===== src/sv/ppbc_pkg.sv =====
// ----------------------------------------------------------------------------
// ppbc_pkg
// Shared types and constants for the port and protocol byte counter: command
// codes, report codes, header offsets and the per-frame header record.
// ----------------------------------------------------------------------------
`default_nettype none

package ppbc_pkg;

  // Frame layout and counter geometry
  localparam int unsigned EthHdrBytes   = 14;
  localparam int unsigned CntWidth      = 64;
  localparam int unsigned PortWidth     = 16;
  localparam int unsigned NumPorts      = 1 << PortWidth;
  localparam int unsigned NumProtocols  = 3;

  // IPv4 and transport header constants
  localparam int unsigned IpProtoOffset = 9;
  localparam int unsigned MinIhlBytes   = 20;
  localparam int unsigned TcpOffsetByte = 12;
  localparam int unsigned TcpMinBytes   = 13;
  localparam int unsigned UdpMinBytes   = 4;
  localparam int unsigned MinTcpOffset  = 5;

  localparam logic [7:0]           ProtoTcp       = 8'd6;
  localparam logic [7:0]           ProtoUdp       = 8'd17;
  localparam logic [7:0]           ProtoIcmp      = 8'd1;
  localparam logic [PortWidth-1:0] ThresholdReset = 16'd9999;

  typedef enum logic [1:0] {
    CmdByte      = 2'd0,
    CmdReadProto = 2'd1,
    CmdReadPort  = 2'd2,
    CmdNone      = 2'd3
  } cmd_e;

  typedef enum logic {
    KindFrame = 1'b0,
    KindRead  = 1'b1
  } reply_kind_e;

  typedef enum logic [1:0] {
    ClsTcp   = 2'd0,
    ClsUdp   = 2'd1,
    ClsIcmp  = 2'd2,
    ClsOther = 2'd3
  } proto_class_e;

  typedef enum logic [1:0] {
    StPortCounted = 2'd0,
    StProtoOnly   = 2'd1,
    StBadOffset   = 2'd2,
    StNothing     = 2'd3
  } status_e;

  // Header fields of the frame seen so far, including the current byte
  typedef struct packed {
    logic [15:0]          len;
    logic [5:0]           ihl_bytes;
    logic [7:0]           protocol;
    logic [PortWidth-1:0] source_port;
    logic [PortWidth-1:0] dest_port;
    logic [3:0]           tcp_offset;
  } frame_info_t;

endpackage

`default_nettype wire


===== src/sv/ppbc_frame_parser.sv =====
// ----------------------------------------------------------------------------
// ppbc_frame_parser
// Follows the byte position within a frame and picks the IPv4 header length,
// protocol, transport ports and TCP data offset out of the byte stream.
// ----------------------------------------------------------------------------
`default_nettype none

module ppbc_frame_parser (
  input  wire logic                  clk_i,
  input  wire logic                  rst_ni,
  input  wire logic                  byte_en_i,
  input  wire logic [7:0]            data_byte_i,
  input  wire logic                  last_byte_i,
  output ppbc_pkg::frame_info_t      info_o
);

  logic [15:0]                    pos_q;
  logic [5:0]                     ihl_q,   ihl_d;
  logic [7:0]                     proto_q, proto_d;
  logic [ppbc_pkg::PortWidth-1:0] sport_q, sport_d;
  logic [ppbc_pkg::PortWidth-1:0] dport_q, dport_d;
  logic [3:0]                     toff_q,  toff_d;
  logic [15:0]                    len;
  logic [15:0]                    ip_end;
  logic [15:0]                    tp_pos;
  logic                           in_transport;

  // IPv4 header fields at their fixed offsets
  always_comb begin
    ihl_d   = ihl_q;
    proto_d = proto_q;
    if (pos_q == 16'(ppbc_pkg::EthHdrBytes)) begin
      ihl_d = {data_byte_i[3:0], 2'b00};
    end else if (pos_q == 16'(ppbc_pkg::EthHdrBytes + ppbc_pkg::IpProtoOffset)) begin
      proto_d = data_byte_i;
    end
  end

  // Transport header bytes, relative to the end of the IPv4 header
  assign ip_end       = 16'(ppbc_pkg::EthHdrBytes) + 16'(ihl_d);
  assign in_transport = (ihl_d >= 6'(ppbc_pkg::MinIhlBytes)) && (pos_q >= ip_end);
  assign tp_pos       = pos_q - ip_end;

  always_comb begin
    sport_d = sport_q;
    dport_d = dport_q;
    toff_d  = toff_q;
    if (in_transport) begin
      if (tp_pos == 16'd0) begin
        sport_d = {data_byte_i, sport_q[7:0]};
      end else if (tp_pos == 16'd1) begin
        sport_d = {sport_q[15:8], data_byte_i};
      end else if (tp_pos == 16'd2) begin
        dport_d = {data_byte_i, dport_q[7:0]};
      end else if (tp_pos == 16'd3) begin
        dport_d = {dport_q[15:8], data_byte_i};
      end else if (tp_pos == 16'(ppbc_pkg::TcpOffsetByte)) begin
        toff_d = data_byte_i[7:4];
      end
    end
  end

  // Byte count of the frame, saturating
  assign len = (pos_q == '1) ? pos_q : pos_q + 16'd1;

  assign info_o = '{
    len:         len,
    ihl_bytes:   ihl_d,
    protocol:    proto_d,
    source_port: sport_d,
    dest_port:   dport_d,
    tcp_offset:  toff_d
  };

  // Frame state; the last byte starts the next frame afresh
  always_ff @(posedge clk_i or negedge rst_ni) begin
    if (!rst_ni) begin
      pos_q   <= '0;
      ihl_q   <= '0;
      proto_q <= '0;
      sport_q <= '0;
      dport_q <= '0;
      toff_q  <= '0;
    end else if (byte_en_i) begin
      if (last_byte_i) begin
        pos_q   <= '0;
        ihl_q   <= '0;
        proto_q <= '0;
        sport_q <= '0;
        dport_q <= '0;
        toff_q  <= '0;
      end else begin
        pos_q   <= len;
        ihl_q   <= ihl_d;
        proto_q <= proto_d;
        sport_q <= sport_d;
        dport_q <= dport_d;
        toff_q  <= toff_d;
      end
    end
  end

endmodule

`default_nettype wire


===== config.mk =====
export PLATFORM = sky130hd
export DESIGN_NAME = ppbc_frame_parser
export DESIGN_NICKNAME = d
export VERILOG_FILES = /design/src/sv/ppbc_pkg.sv /design/src/sv/ppbc_frame_parser.sv
export SDC_FILE = /design/constraint.sdc
export NUM_CORES = 1
export LEC_CHECK = 0
export ABC_AREA = 1
export BUFFER_PORTS_ARGS = -buffer_cell sky130_fd_sc_hd__buf_2
export CORE_UTILIZATION = 58
export DETAILED_ROUTE_END_ITERATION = 8
export GPL_ROUTABILITY_DRIVEN = 1
export PLACE_DENSITY = 0.81
export SYNTH_ARGS = -nofsm -noshare
export SYNTH_HDL_FRONTEND = slang
export SYNTH_SLANG_ARGS = --single-unit

===== constraint.sdc =====
create_clock -name clk_i -period 4.31 [get_ports clk_i]
set_clock_uncertainty 0.15 [all_clocks]
set_input_delay 0.2155 -clock clk_i [delete_from_list [all_inputs] [get_ports clk_i]]
set_output_delay 0.2155 -clock clk_i [all_outputs]
set_load 0.005 [all_outputs]

==> results_dict.tcl, run 1 <==
set metrics [dict create \
    pwr-share-comb 0.092 \
    n_antenna_cell 0 \
    synth_nets 792 \
    grt_max_degree 38 \
    post_dp_cell_area_um2 5585 \
    yosysTopAreaCell "dfrtp_1" \
    power.share.clock 0.476 \
    max_freq_mhz 214.4 \
    synth_top_area_share 0.3252 \
    ys_top_cells_by_area "dfrtp_1 33%, nand2_1 18%, inv_1 9.7%" \
    clk_pin_slew_ns 0.09 \
    nFillCells 467 \
    avgSynthCellArea_um2 6.604 \
    io_pins 78 \
    tritoncts "yes" \
    status "finished, violations left" \
    clock_sinks 66 \
    ys_warn_count 0 \
    rrSetupSlack_ns 0.12 \
    rsz0062_at_grt "true" \
    grt_pass1_wl_um 24010 \
    cp_max_fo 8 \
    grt_pass1_vias 5160 \
    antenna_found_initial 0 \
    p_per_area_nw_per_um2 204.7 \
    drt_wl_total_um 19150 \
    p_int_uw 1062 \
    syn_area_um2 5079 \
    pwr-share-seq 0.432 \
    dieWidth_um 95.58 \
    critPathTopFamily "simple AND/OR/NAND/NOR gates" \
    setup_ws_ns -0.3545 \
    slowest_stage "fa_1" \
    cts_root_buffer "clkbuf_8" \
    maxCapViolations 0 \
    place_congestion 0.9275 \
    wire_per_inst_um 18.96 \
    initial_utilization 0.6089 \
    path_buf_inv 8 \
    critical_path_arrival_ns 4.30 \
    design_area_um2 7084 \
    overflow 0 \
    post-route-period-util 1.082 \
    track_usage 0.3447 \
    hold_path_class "in2reg" \
    met3WireLength_um 1888 \
    finalSetupTns_ns -10.27 \
    crit_required_ns 3.94 \
    yosysUniqueCellTypes 39 \
    drive_gt1_frac 0.3967 \
    cts.path.max_buffers 2 \
    slew_headroom 0.4931 \
    fin_crit_ns 4.665 \
    failed_checks "negative setup slack" \
    irDropWorstVdd_v 0.0002362 \
    tightest_slew_ns 0.7595 \
    rows 33 \
    swShare 0.2676 \
    place_ws_ns 0.03379 \
    leakagePower_uw 0.003969 \
    core_um2 8341 \
    worst_skew_pair.late_latency_ns 0.37 \
    startpoint_type "register" \
    critPathCaptureType "output port" \
    syn_to_final_growth_pct 39.49 \
    holdWs_ns 0.05874 \
    ys_ff_latch 66 \
    setup_violations 36 \
    postSynthCellCount 769 \
    port_buffers 77 \
    drc 0 \
    finalHoldViolations 0 \
    dp_hpwl_um 10470 \
    cpMostUsedCell "nand2_2" \
    cts_buffers 9 \
    dieArea_um2 9135 \
    top_layer "met4" \
    drt.antenna.violating_nets 0 \
    slowest_delay_ns 0.49 \
    power.switching_uw 388.2 \
    final_util 0.8494 \
    avgViaCountPerCell 6.114 \
    nNetsFinal 923 \
    htree_levels 3 \
    final-max-slew-violation-count 0 \
    vias 6175 \
    ys_seq_area_frac 0.3252 \
    firstDrtPassIters 5 \
    wl_met1_um 6877 \
    die_h_um 95.58 \
    critical_path_class "reg2out" \
    drtIter0Drc 699 \
    wl_met2_um 9239 \
]
==> stage by stage <==
| stage | power [µW] | cells |
|---|---|---|
| after floorplan | 696.5 | 769 |
| after global placement | 743.6 | 945 |
| after detailed placement | 746.0 | 945 |
| after CTS | 1414 | 989 |
| after global routing | 1483 | 1010 |
| final | 1450 | 1010 |
==> cells by family (layout without fill, tap and decap cells) <==
family	count (synthesis)	after routing	share of synthesized area
AND/OR/NAND/NOR	462	463	0.4351
XOR/XNOR	10	10	0.01725
AO/OA/AOI/OAI	58	58	0.06554
flip-flops	66	66	0.3252
adder cells (fa/ha/maj)	11	11	0.02858
buffers and inverters	162	297	0.1284
==> worst reg2reg max path, stage by stage (launching register included) <==
cell and delay, ns:
dfrtp_1 0.40, nor2_2 0.20, nand2_2 0.11, nor2_4 0.17
nand2_4 0.15, nand2_4 0.12, o21ai_4 0.07, nand2_2 0.09
nor2_4 0.05, nor2_4 0.15, nand2_4 0.11, ha_4 0.17
nor2_1 0.29, inv_1 0.16, nor2_1 0.21, nand3_1 0.11
nand2_1 0.11, nand2_1 0.08, inv_2 0.07, nand2_2 0.06
nor2_4 0.18, nand2_4 0.11, nor2_4 0.18, nand4_1 0.17
buf_4 0.18, buf_4 0.12, nand3_1 0.06, nand2_1 0.05
==> worst paths after layout <==
kind	endpoint	start	cells after the start
max in group asynchronous	proto_q[7]$_DFFE_PN0P_	rst_ni	3
min reg2reg	dport_q[2]$_DFFE_PN0P_	dport_q[2]$_DFFE_PN0P_	2
max reg2reg	dport_q[1]$_DFFE_PN0P_	pos_q[11]$_DFFE_PN0P_	27
max	info_o[35]	pos_q[2]$_DFFE_PN0P_	26
min in group asynchronous	pos_q[1]$_DFFE_PN0P_	rst_ni	2
min	ihl_q[0]$_DFFE_PN0P_	last_byte_i	4
==> what timing repair did <==
action / 4_1_cts / 5_1_grt
hold buffers: 1 / 0
hold endpoints to repair: 29 / 0
setup endpoints to repair: 36 / 39
gates cloned: 1 / 0
pin swaps: 25 / 73
gates resized for setup: 35 / 207
setup buffers: 26 / 21
==> layout by cell type, fill, tap and decap left out, types with 2 or more instances in the layout <==
cell type  count
nand2_1      157
inv_1        112
buf_2         67
nand2_2       64
nand3_1       64
dfrtp_1       61
buf_4         53
nand2_4       31
nand4_1       30
nor2_1        26
nor2_4        25
inv_2         25
o21ai_0       20
and2_1        18
o22ai_1       18
buf_6         15
nor2_2        10
clkbuf_8      10
nor3_1         9
o21ai_1        9
xor2_1         8
ha_4           7
nand3_4        6
and2_4         6
nand3_2        5
dfrtp_2        5
inv_4          4
o21ai_4        3
nand4_4        3
ha_1           3
bufinv_16      3
a21oi_4        2
nor3_2         2
inv_6          2
nand2_8        2
nor3_4         2
a21oi_1        2
buf_12         2
==> power groups by stage <==
stage / Combinational [µW] / Clock, µW / Sequential (µW)
after floorplan: 58.3 / 0 / 638
after global placement: 106 / 0 / 637
after detailed placement: 108 / 0 / 638
after CTS: 114 / 675 / 625
after global routing: 144 / 712 / 627
final: 134 / 690 / 627
==> cell usage after synthesis <==
cell,n
buf_6,5
xnor2_1,2
nand4_4,3
inv_2,10
or2_2,1
o21ai_2,2
nand3_1,71
clkinv_1,1
nor3_1,10
nand3_2,2
fa_1,1
clkbuf_1,13
and2_1,24
o31ai_1,1
nand3b_1,1
inv_1,131
nor4_1,1
buf_2,1
nor3_4,1
nand3_4,2
inv_6,1
a21oi_1,4
a22o_1,1
xor2_1,8
nor2_4,9
dfrtp_1,66
o21a_1,1
nand2_1,244
o22ai_1,18
nor2_2,5
o21ai_1,10
nand2_2,7
ha_1,10
nand4_1,30
o21ai_0,20
o2111ai_1,1
nand2_4,2
nor2_1,47
nor3_2,2
==> final cells by class <==
type                    count  area [µm²]  area share
clock buffers              10       137.6     0.01943
clock inverters             6       112.6     0.01590
inverters                 143       551.8     0.07789
multi-input cells         542        3541      0.4998
flip-flops and latches     66        1658      0.2340
well taps                 105       131.4     0.01854
repair buffers            138       952.2      0.1344
==> state kept, by name, indices dropped and copies added (netlist names) <==
register,count
dport_q,16
ihl_q,6
pos_q,16
proto_q,8
sport_q,16
toff_q,4
==> metal layers <==
| layer | global-route usage | vias to the layer above |
|---|---|---|
| met5 | 0 | - |
| met4 | 0.1567 | 0 |
| met3 | 0.08134 | 142 |
| met2 | 0.5804 | 483 |
| met1 | 0.4162 | 2869 |
| li1 | - | 2681 |
No activity file was read; power rests on OpenSTA's default activity.
==> inputs of run 2 (changes only) <==
--- a/config.mk
+++ b/config.mk
@@ -5,12 +5,12 @@
 export SDC_FILE = /design/constraint.sdc
 export NUM_CORES = 1
 export LEC_CHECK = 0
-export ABC_AREA = 1
 export BUFFER_PORTS_ARGS = -buffer_cell sky130_fd_sc_hd__buf_2
 export CORE_UTILIZATION = 58
 export DETAILED_ROUTE_END_ITERATION = 8
 export GPL_ROUTABILITY_DRIVEN = 1
 export PLACE_DENSITY = 0.81
+export RECOVER_POWER = 50
 export SYNTH_ARGS = -nofsm -noshare
 export SYNTH_HDL_FRONTEND = slang
 export SYNTH_SLANG_ARGS = --single-unit
==> run 2 against run 1 <==
Net effect: the flow finishes with violations (max-capacitance violations, max-slew violations, negative setup slack); worst setup slack got worse by 0.76 ns; sequential share of layout area increased by 1.9 points; final cell count decreased by 21%; fmax shrank 14%; hold slack improved by 0.17 ns; synthesized cell count is 28% lower.
==> results_dict.tcl, run 2 <==
set metrics [dict create \
    yosysTopAreaCell "dfrtp_1" \
    synthFlopType "dfrtp_1" \
    register_area_um2 1652 \
    fin_crit_ns 5.426 \
    synthTopCellsByCount "66 x dfrtp_1, 46 x nand2_1, 43 x o21ai_0" \
    core_um2 8217 \
    post-route-period-util 1.259 \
    slew_headroom -0.3012 \
    failed_checks "max-capacitance violations, max-slew violations, negative setup slack" \
    startpoint_type "register" \
    setup_violations 72 \
    yosysUniqueCellTypes 58 \
    cts_buffers 9 \
    dieArea_um2 8852 \
    irDropWorstVdd_v 0.0001368 \
    status "finished, violations left" \
    firstDrtPassIters 5 \
    top_regs "dport_q: 16 flops, pos_q: 16 flops, sport_q: 16 flops" \
    crit_required_ns 3.94 \
    rsz0062_at_grt "true" \
    leakagePower_uw 0.003306 \
    port_buffers 77 \
    slowest_stage "or4_4" \
    design_area_um2 6536 \
    finalHoldViolations 0 \
    drt_wl_total_um 17020 \
    tritoncts "yes" \
    post_dp_cell_area_um2 5826 \
    place_congestion 0.9702 \
    drtIter0Drc 372 \
    p_per_area_nw_per_um2 209.5 \
    final_cell_mix "68 x buf_2, 66 x dfrtp_1, 65 x buf_4" \
    initial_utilization 0.5986 \
    dp_hpwl_um 10290 \
    rows 33 \
    vias 5413 \
    syn_to_final_growth_pct 32.89 \
    ys_warn_count 0 \
    synth_top_area_share 0.3358 \
    syn_area_um2 4918 \
    overflow 0 \
    final-max-slew-violation-count 35 \
    setup_ws_ns -1.116 \
    finalSetupTns_ns -55.34 \
    track_usage 0.3624 \
    cp_max_fo 5 \
    max_freq_mhz 184.3 \
    critPathCaptureType "output port" \
    nFillCells 509 \
    grt_pass1_wl_um 24470 \
    synth_edf_count 0 \
    drc 0 \
    cts.path.max_buffers 2 \
    yosys.cell_count.top_type "dfrtp_1" \
    multiInputGateArea_um2 3289 \
    grt_pass1_vias 4849 \
    layout_commonest_cell "buf_2" \
    avgViaCountPerCell 6.792 \
    tightest_slew_ns 1.952 \
    drive_gt1_frac 0.3873 \
    critical_path_class "reg2out" \
    dieWidth_um 94.09 \
    n_antenna_cell 0 \
    clock_sinks 66 \
    cts_root_buffer "clkbuf_8" \
    wire_per_inst_um 21.36 \
    synth_nets 578 \
    htree_levels 3 \
    cpMostUsedCell "or4_4" \
    postSynthCellCount 555 \
    critical_path_arrival_ns 5.06 \
    die_h_um 94.09 \
    grt_max_degree 62 \
    worst_skew_pair.late_latency_ns 0.36 \
    slowest_delay_ns 0.57 \
    ys_ff_latch 66 \
    hold_path_class "in2reg" \
    maxCapViolations 1 \
    avgSynthCellArea_um2 8.862 \
    antenna_found_initial 0 \
    crit_chain "or4_4 -> buf_4 -> or4_4 -> mux2i_4 -> xnor2_1 -> ha_2 -> buf_6 -> buf_6 -> nand4_1 -> nand3_2 -> o2bb2ai_2 -> nand4_1 -> or4_4 -> or2_4 -> buf_8 -> mux2_1 -> buf_2" \
    ys_top_cells_by_area "dfrtp_1 34%, mux2_2 8.2%, o21ai_0 4.4%" \
    ys_seq_area_frac 0.3358 \
    async_flop_share 1.000 \
    io_pins 78 \
    clk_pin_slew_ns 0.08 \
    power_uw 1370 \
    nNetsFinal 711 \
    drt.antenna.violating_nets 0 \
]
==> run 2: final timing paths <==
check / from / endpoint / slack (ns) / depth (start not counted)
hold reg to reg: proto_q[2]$_DFFE_PN0P_ / proto_q[2]$_DFFE_PN0P_ / 0.36 / 1
setup reg to reg: pos_q[9]$_DFFE_PN0P_ / sport_q[9]$_DFFE_PN0P_ / -0.82 / 20
max in group asynchronous: rst_ni / sport_q[9]$_DFFE_PN0P_ / 1.49 / 3
hold / removal: data_byte_i[6] / proto_q[6]$_DFFE_PN0P_ / 0.23 / 3
setup / recovery: pos_q[9]$_DFFE_PN0P_ / info_o[24] / -1.12 / 17
min in group asynchronous: rst_ni / pos_q[9]$_DFFE_PN0P_ / 0.78 / 2
==> run 2: layout make-up <==
cell class              count  area share
multi-input cells         436      0.5033
flip-flops and latches     66      0.2527
inverters                  12    0.006891
well taps                 105     0.02010
repair buffers            163      0.1840
clock inverters             6     0.01417
clock buffers               9     0.01895
==> run 2: critical path: cells and delay by family, from the launching register on <==
kind	cells	cell delay [ns]
and+or+nand+nor	7	2.41
buffers and inverters	5	0.68
muxes	2	0.54
adders and majority gates	1	0.41
DFF	1	0.39
xor gates and xnor gates	1	0.15
AOI/OAI and AO/OA	1	0.12
==> run 2: power by group <==
part	total (µW)	internal (µW)	leakage [µW]	switching, µW
Combinational	152	47.9	0.00228	104
Sequential	624	622	0.000920	2.06
Clock	594	324	0.000102	270
==> run 2: stage by stage <==
stage,utilization,hold WS [ns],instances,worst slack [ns]
after floorplan,-,-0.2301,555,-0.3953
after global placement,0.7090,0.1839,761,-0.4889
after detailed placement,0.7090,0.1951,761,-0.5567
after CTS,0.7655,0.2083,794,-0.8791
after global routing,0.7955,0.2402,797,-1.196
final,0.7955,0.2307,797,-1.116
==> run 2: per-layer routing <==
layer	up-vias	GRT usage	wire (µm)
met5	-	0	0
met4	0	0.2474	1011
met3	101	0.05987	1496
met2	388	0.5760	8181
met1	2606	0.4489	6332
li1	2318	-	-
==> run 2: cell families after synthesis <==
logic type,after synthesis,synth area share
mux,49,0.1124
fa+ha+maj,11,0.02951
simple gates,198,0.2223
compound gates,159,0.2213
buf+inv,56,0.05011
xor+xnor,16,0.02849
flops,66,0.3358
==> run 2: timing repair <==
item                       4_1_cts  5_1_grt
setup endpoints to repair       72       72
buffers inserted                13        2
hold endpoints to repair        33        0
pin swaps                       20       19
gates resized for setup         32       47
hold buffers                     1        0
cloned                           4        1
==> inputs of run 3 (changes only) <==
--- a/config.mk
+++ b/config.mk
@@ -6,6 +6,7 @@
 export NUM_CORES = 1
 export LEC_CHECK = 0
 export BUFFER_PORTS_ARGS = -buffer_cell sky130_fd_sc_hd__buf_2
+export CORE_MARGIN = 10
 export CORE_UTILIZATION = 58
 export DETAILED_ROUTE_END_ITERATION = 8
 export GPL_ROUTABILITY_DRIVEN = 1
==> run 3 against run 2 <==
Net effect: the flow still finishes with violations (max-capacitance violations, max-slew violations, negative setup slack); combinational power barely moved; clock power up 4.2%; critical path depth decreased by 2; fmax is 3.3% higher; first-iteration DRC count grew 12%; global-route usage shrank 12 points; highest routed layer unchanged.
==> results_dict.tcl, run 3 (synthesized netlist as in run 2, its figures left out) <==
set metrics [dict create \
    worst_skew_pair.late_latency_ns 0.36 \
    failed_checks "max-capacitance violations, max-slew violations, negative setup slack" \
    status "finished, violations left" \
    p_int_uw 1013 \
    finalSetupTns_ns -41.52 \
    power.share.clock 0.444 \
    syn_to_final_growth_pct 36.56 \
    cp_max_fo 8 \
    irDropWorstVdd_v 0.0001944 \
    cts_root_buffer "clkbuf_8" \
    slew_headroom -0.1149 \
    rows 33 \
    dieArea_um2 12560 \
    avgViaCountPerCell 6.625 \
    startpoint_type "register" \
    r2r-start "pos_q[12]$_DFFE_PN0P_" \
    antenna_found_initial 0 \
    drt.antenna.violating_nets 0 \
    clk_pin_slew_ns 0.07 \
    max_freq_mhz 190.3 \
    crit_required_ns 3.94 \
    critical_path_arrival_ns 4.89 \
    n_antenna_cell 0 \
    place_ws_ns -0.5951 \
    rrSetupSlack_ns -0.52 \
    design_area_um2 6716 \
    finalHoldViolations 0 \
    hold_path_class "in2reg" \
    fin_crit_ns 5.255 \
    p_per_area_nw_per_um2 207.5 \
    maxCapViolations 1 \
    final_cell_mix "70 x buf_4, 66 x dfrtp_1, 59 x buf_2" \
    post_dp_cell_area_um2 5863 \
    post-route-period-util 1.219 \
    critical_path_class "reg2out" \
    critPathCaptureType "output port" \
    pwr-share-comb 0.108 \
    setup_violations 72 \
    vias 5287 \
    drtIter0Drc 415 \
    pwr-share-seq 0.448 \
    core_um2 8217 \
    setup_ws_ns -0.9450 \
    overflow 0 \
    critPathLaunch "pos_q[12]$_DFFE_PN0P_" \
    io_pins 78 \
    swShare 0.2734 \
    initial_utilization 0.5986 \
    drive_gt1_frac 0.4055 \
    wire_per_inst_um 22.28 \
    dp_hpwl_um 11030 \
    top_regs "dport_q: 16 flops, pos_q: 16 flops, sport_q: 16 flops" \
    leakagePower_uw 0.003323 \
    die_h_um 112.1 \
    grt_pass1_wl_um 25680 \
    rr_worst_depth 16 \
    drt_wl_total_um 17780 \
    port_buffers 77 \
    cts_buffers 9 \
    grt_pass1_vias 4990 \
    cp-endpoint "info_o[22]" \
    tightest_slew_ns 1.672 \
    firstDrtPassIters 7 \
    place_congestion 0.9586 \
    dieWidth_um 112.1 \
    htree_levels 3 \
    power_uw 1393 \
    crit-reg2reg-capture "sport_q[0]$_DFFE_PN0P_" \
    clock_sinks 66 \
    final-max-slew-violation-count 29 \
    power.switching_uw 380.9 \
    grt_max_degree 56 \
    tritoncts "yes" \
    rsz0062_at_grt "true" \
    track_usage 0.2418 \
    cts.path.max_buffers 2 \
    nNetsFinal 711 \
    layout_commonest_cell "buf_4" \
    drc 0 \
]
[run 3: changes by cell type in the layout (fill, tap and decap cells not counted), sizes merged]
cell | previous run | this run
bufbuf | 1 | 0
buf | 158 | 160
clkinv | 2 | 1
clkbuf | 12 | 13
inv | 12 | 13
or4 | 6 | 5
[run 3: power by group through the flow]
stage                     Combinational, µW  Clock (µW)  Sequential, µW
after global placement                  138           0             636
after detailed placement                140           0             636
after CTS                               142         619             624
after floorplan                        70.3           0             638
final                                   151         619             624
after global routing                    162         650             624
[run 3: metal layers]
layer / vias to the layer above / wire [µm] / part of all wire / GRT usage
met3: 76 / 1537 / 0.086 / 0.04207
met1: 2587 / 6814 / 0.38 / 0.2892
met2: 311 / 8665 / 0.49 / 0.4226
met5: - / 0 / 0 / 0
li1: 2313 / - / - / -
met4: 0 / 762 / 0.043 / 0.09052
[run 3: layout make-up]
cell class	instances	area, µm²
flip-flops and latches	66	1652
multi-input cells	435	3436
clock buffers	10	137.6
fillers	496	1500
repair buffers	164	1226
inverters	12	45.04
clock inverters	6	88.84
well taps	105	131.4
[run 3: metrics by stage]
stage | util | hold WS (ns) | instances
floorplan | - | -0.2301 | 555
global placement | 0.7136 | 0.1281 | 766
detailed placement | 0.7136 | 0.1458 | 766
CTS | 0.7577 | 0.1996 | 790
global route | 0.8174 | 0.2334 | 798
finish | 0.8174 | 0.2269 | 798
[run 3: critical path, cell delays in order (launching register included)]
cell and delay (ns):
dfrtp_1 0.39, or4_4 0.54, or4_4 0.62, mux2i_4 0.25, nor3_4 0.18, xnor2_1 0.10
ha_1 0.39, nand3_2 0.18, a211oi_2 0.23, mux2i_1 0.20, nand3_1 0.10, or4_4 0.47
or2_4 0.29, buf_8 0.15, mux2_4 0.31, buf_2 0.13
[run 3: timing repair]
item / in CTS / in global routing
endpoints found under the setup margin: 72 / 72
resized for setup: 18 / 89
hold buffers: 1 / 0
gates cloned: 1 / 2
pin swaps: 10 / 22
hold endpoints to repair: 27 / 0
setup buffers: 6 / 8
[run 3: how the worst min path moves through the flow]
stage                    from                endpoint  cells after the start  slack, ns
global route        byte_en_i   pos_q[13]$_DFFE_PN0P_                      2       0.23
CTS                 byte_en_i   pos_q[13]$_DFFE_PN0P_                      2       0.20
detailed placement     rst_ni    pos_q[8]$_DFFE_PN0P_                      1       0.15
finish              byte_en_i   pos_q[13]$_DFFE_PN0P_                      2       0.23
floorplan              rst_ni  dport_q[0]$_DFFE_PN0P_                      0      -0.23
global placement       rst_ni    pos_q[8]$_DFFE_PN0P_                      1       0.13
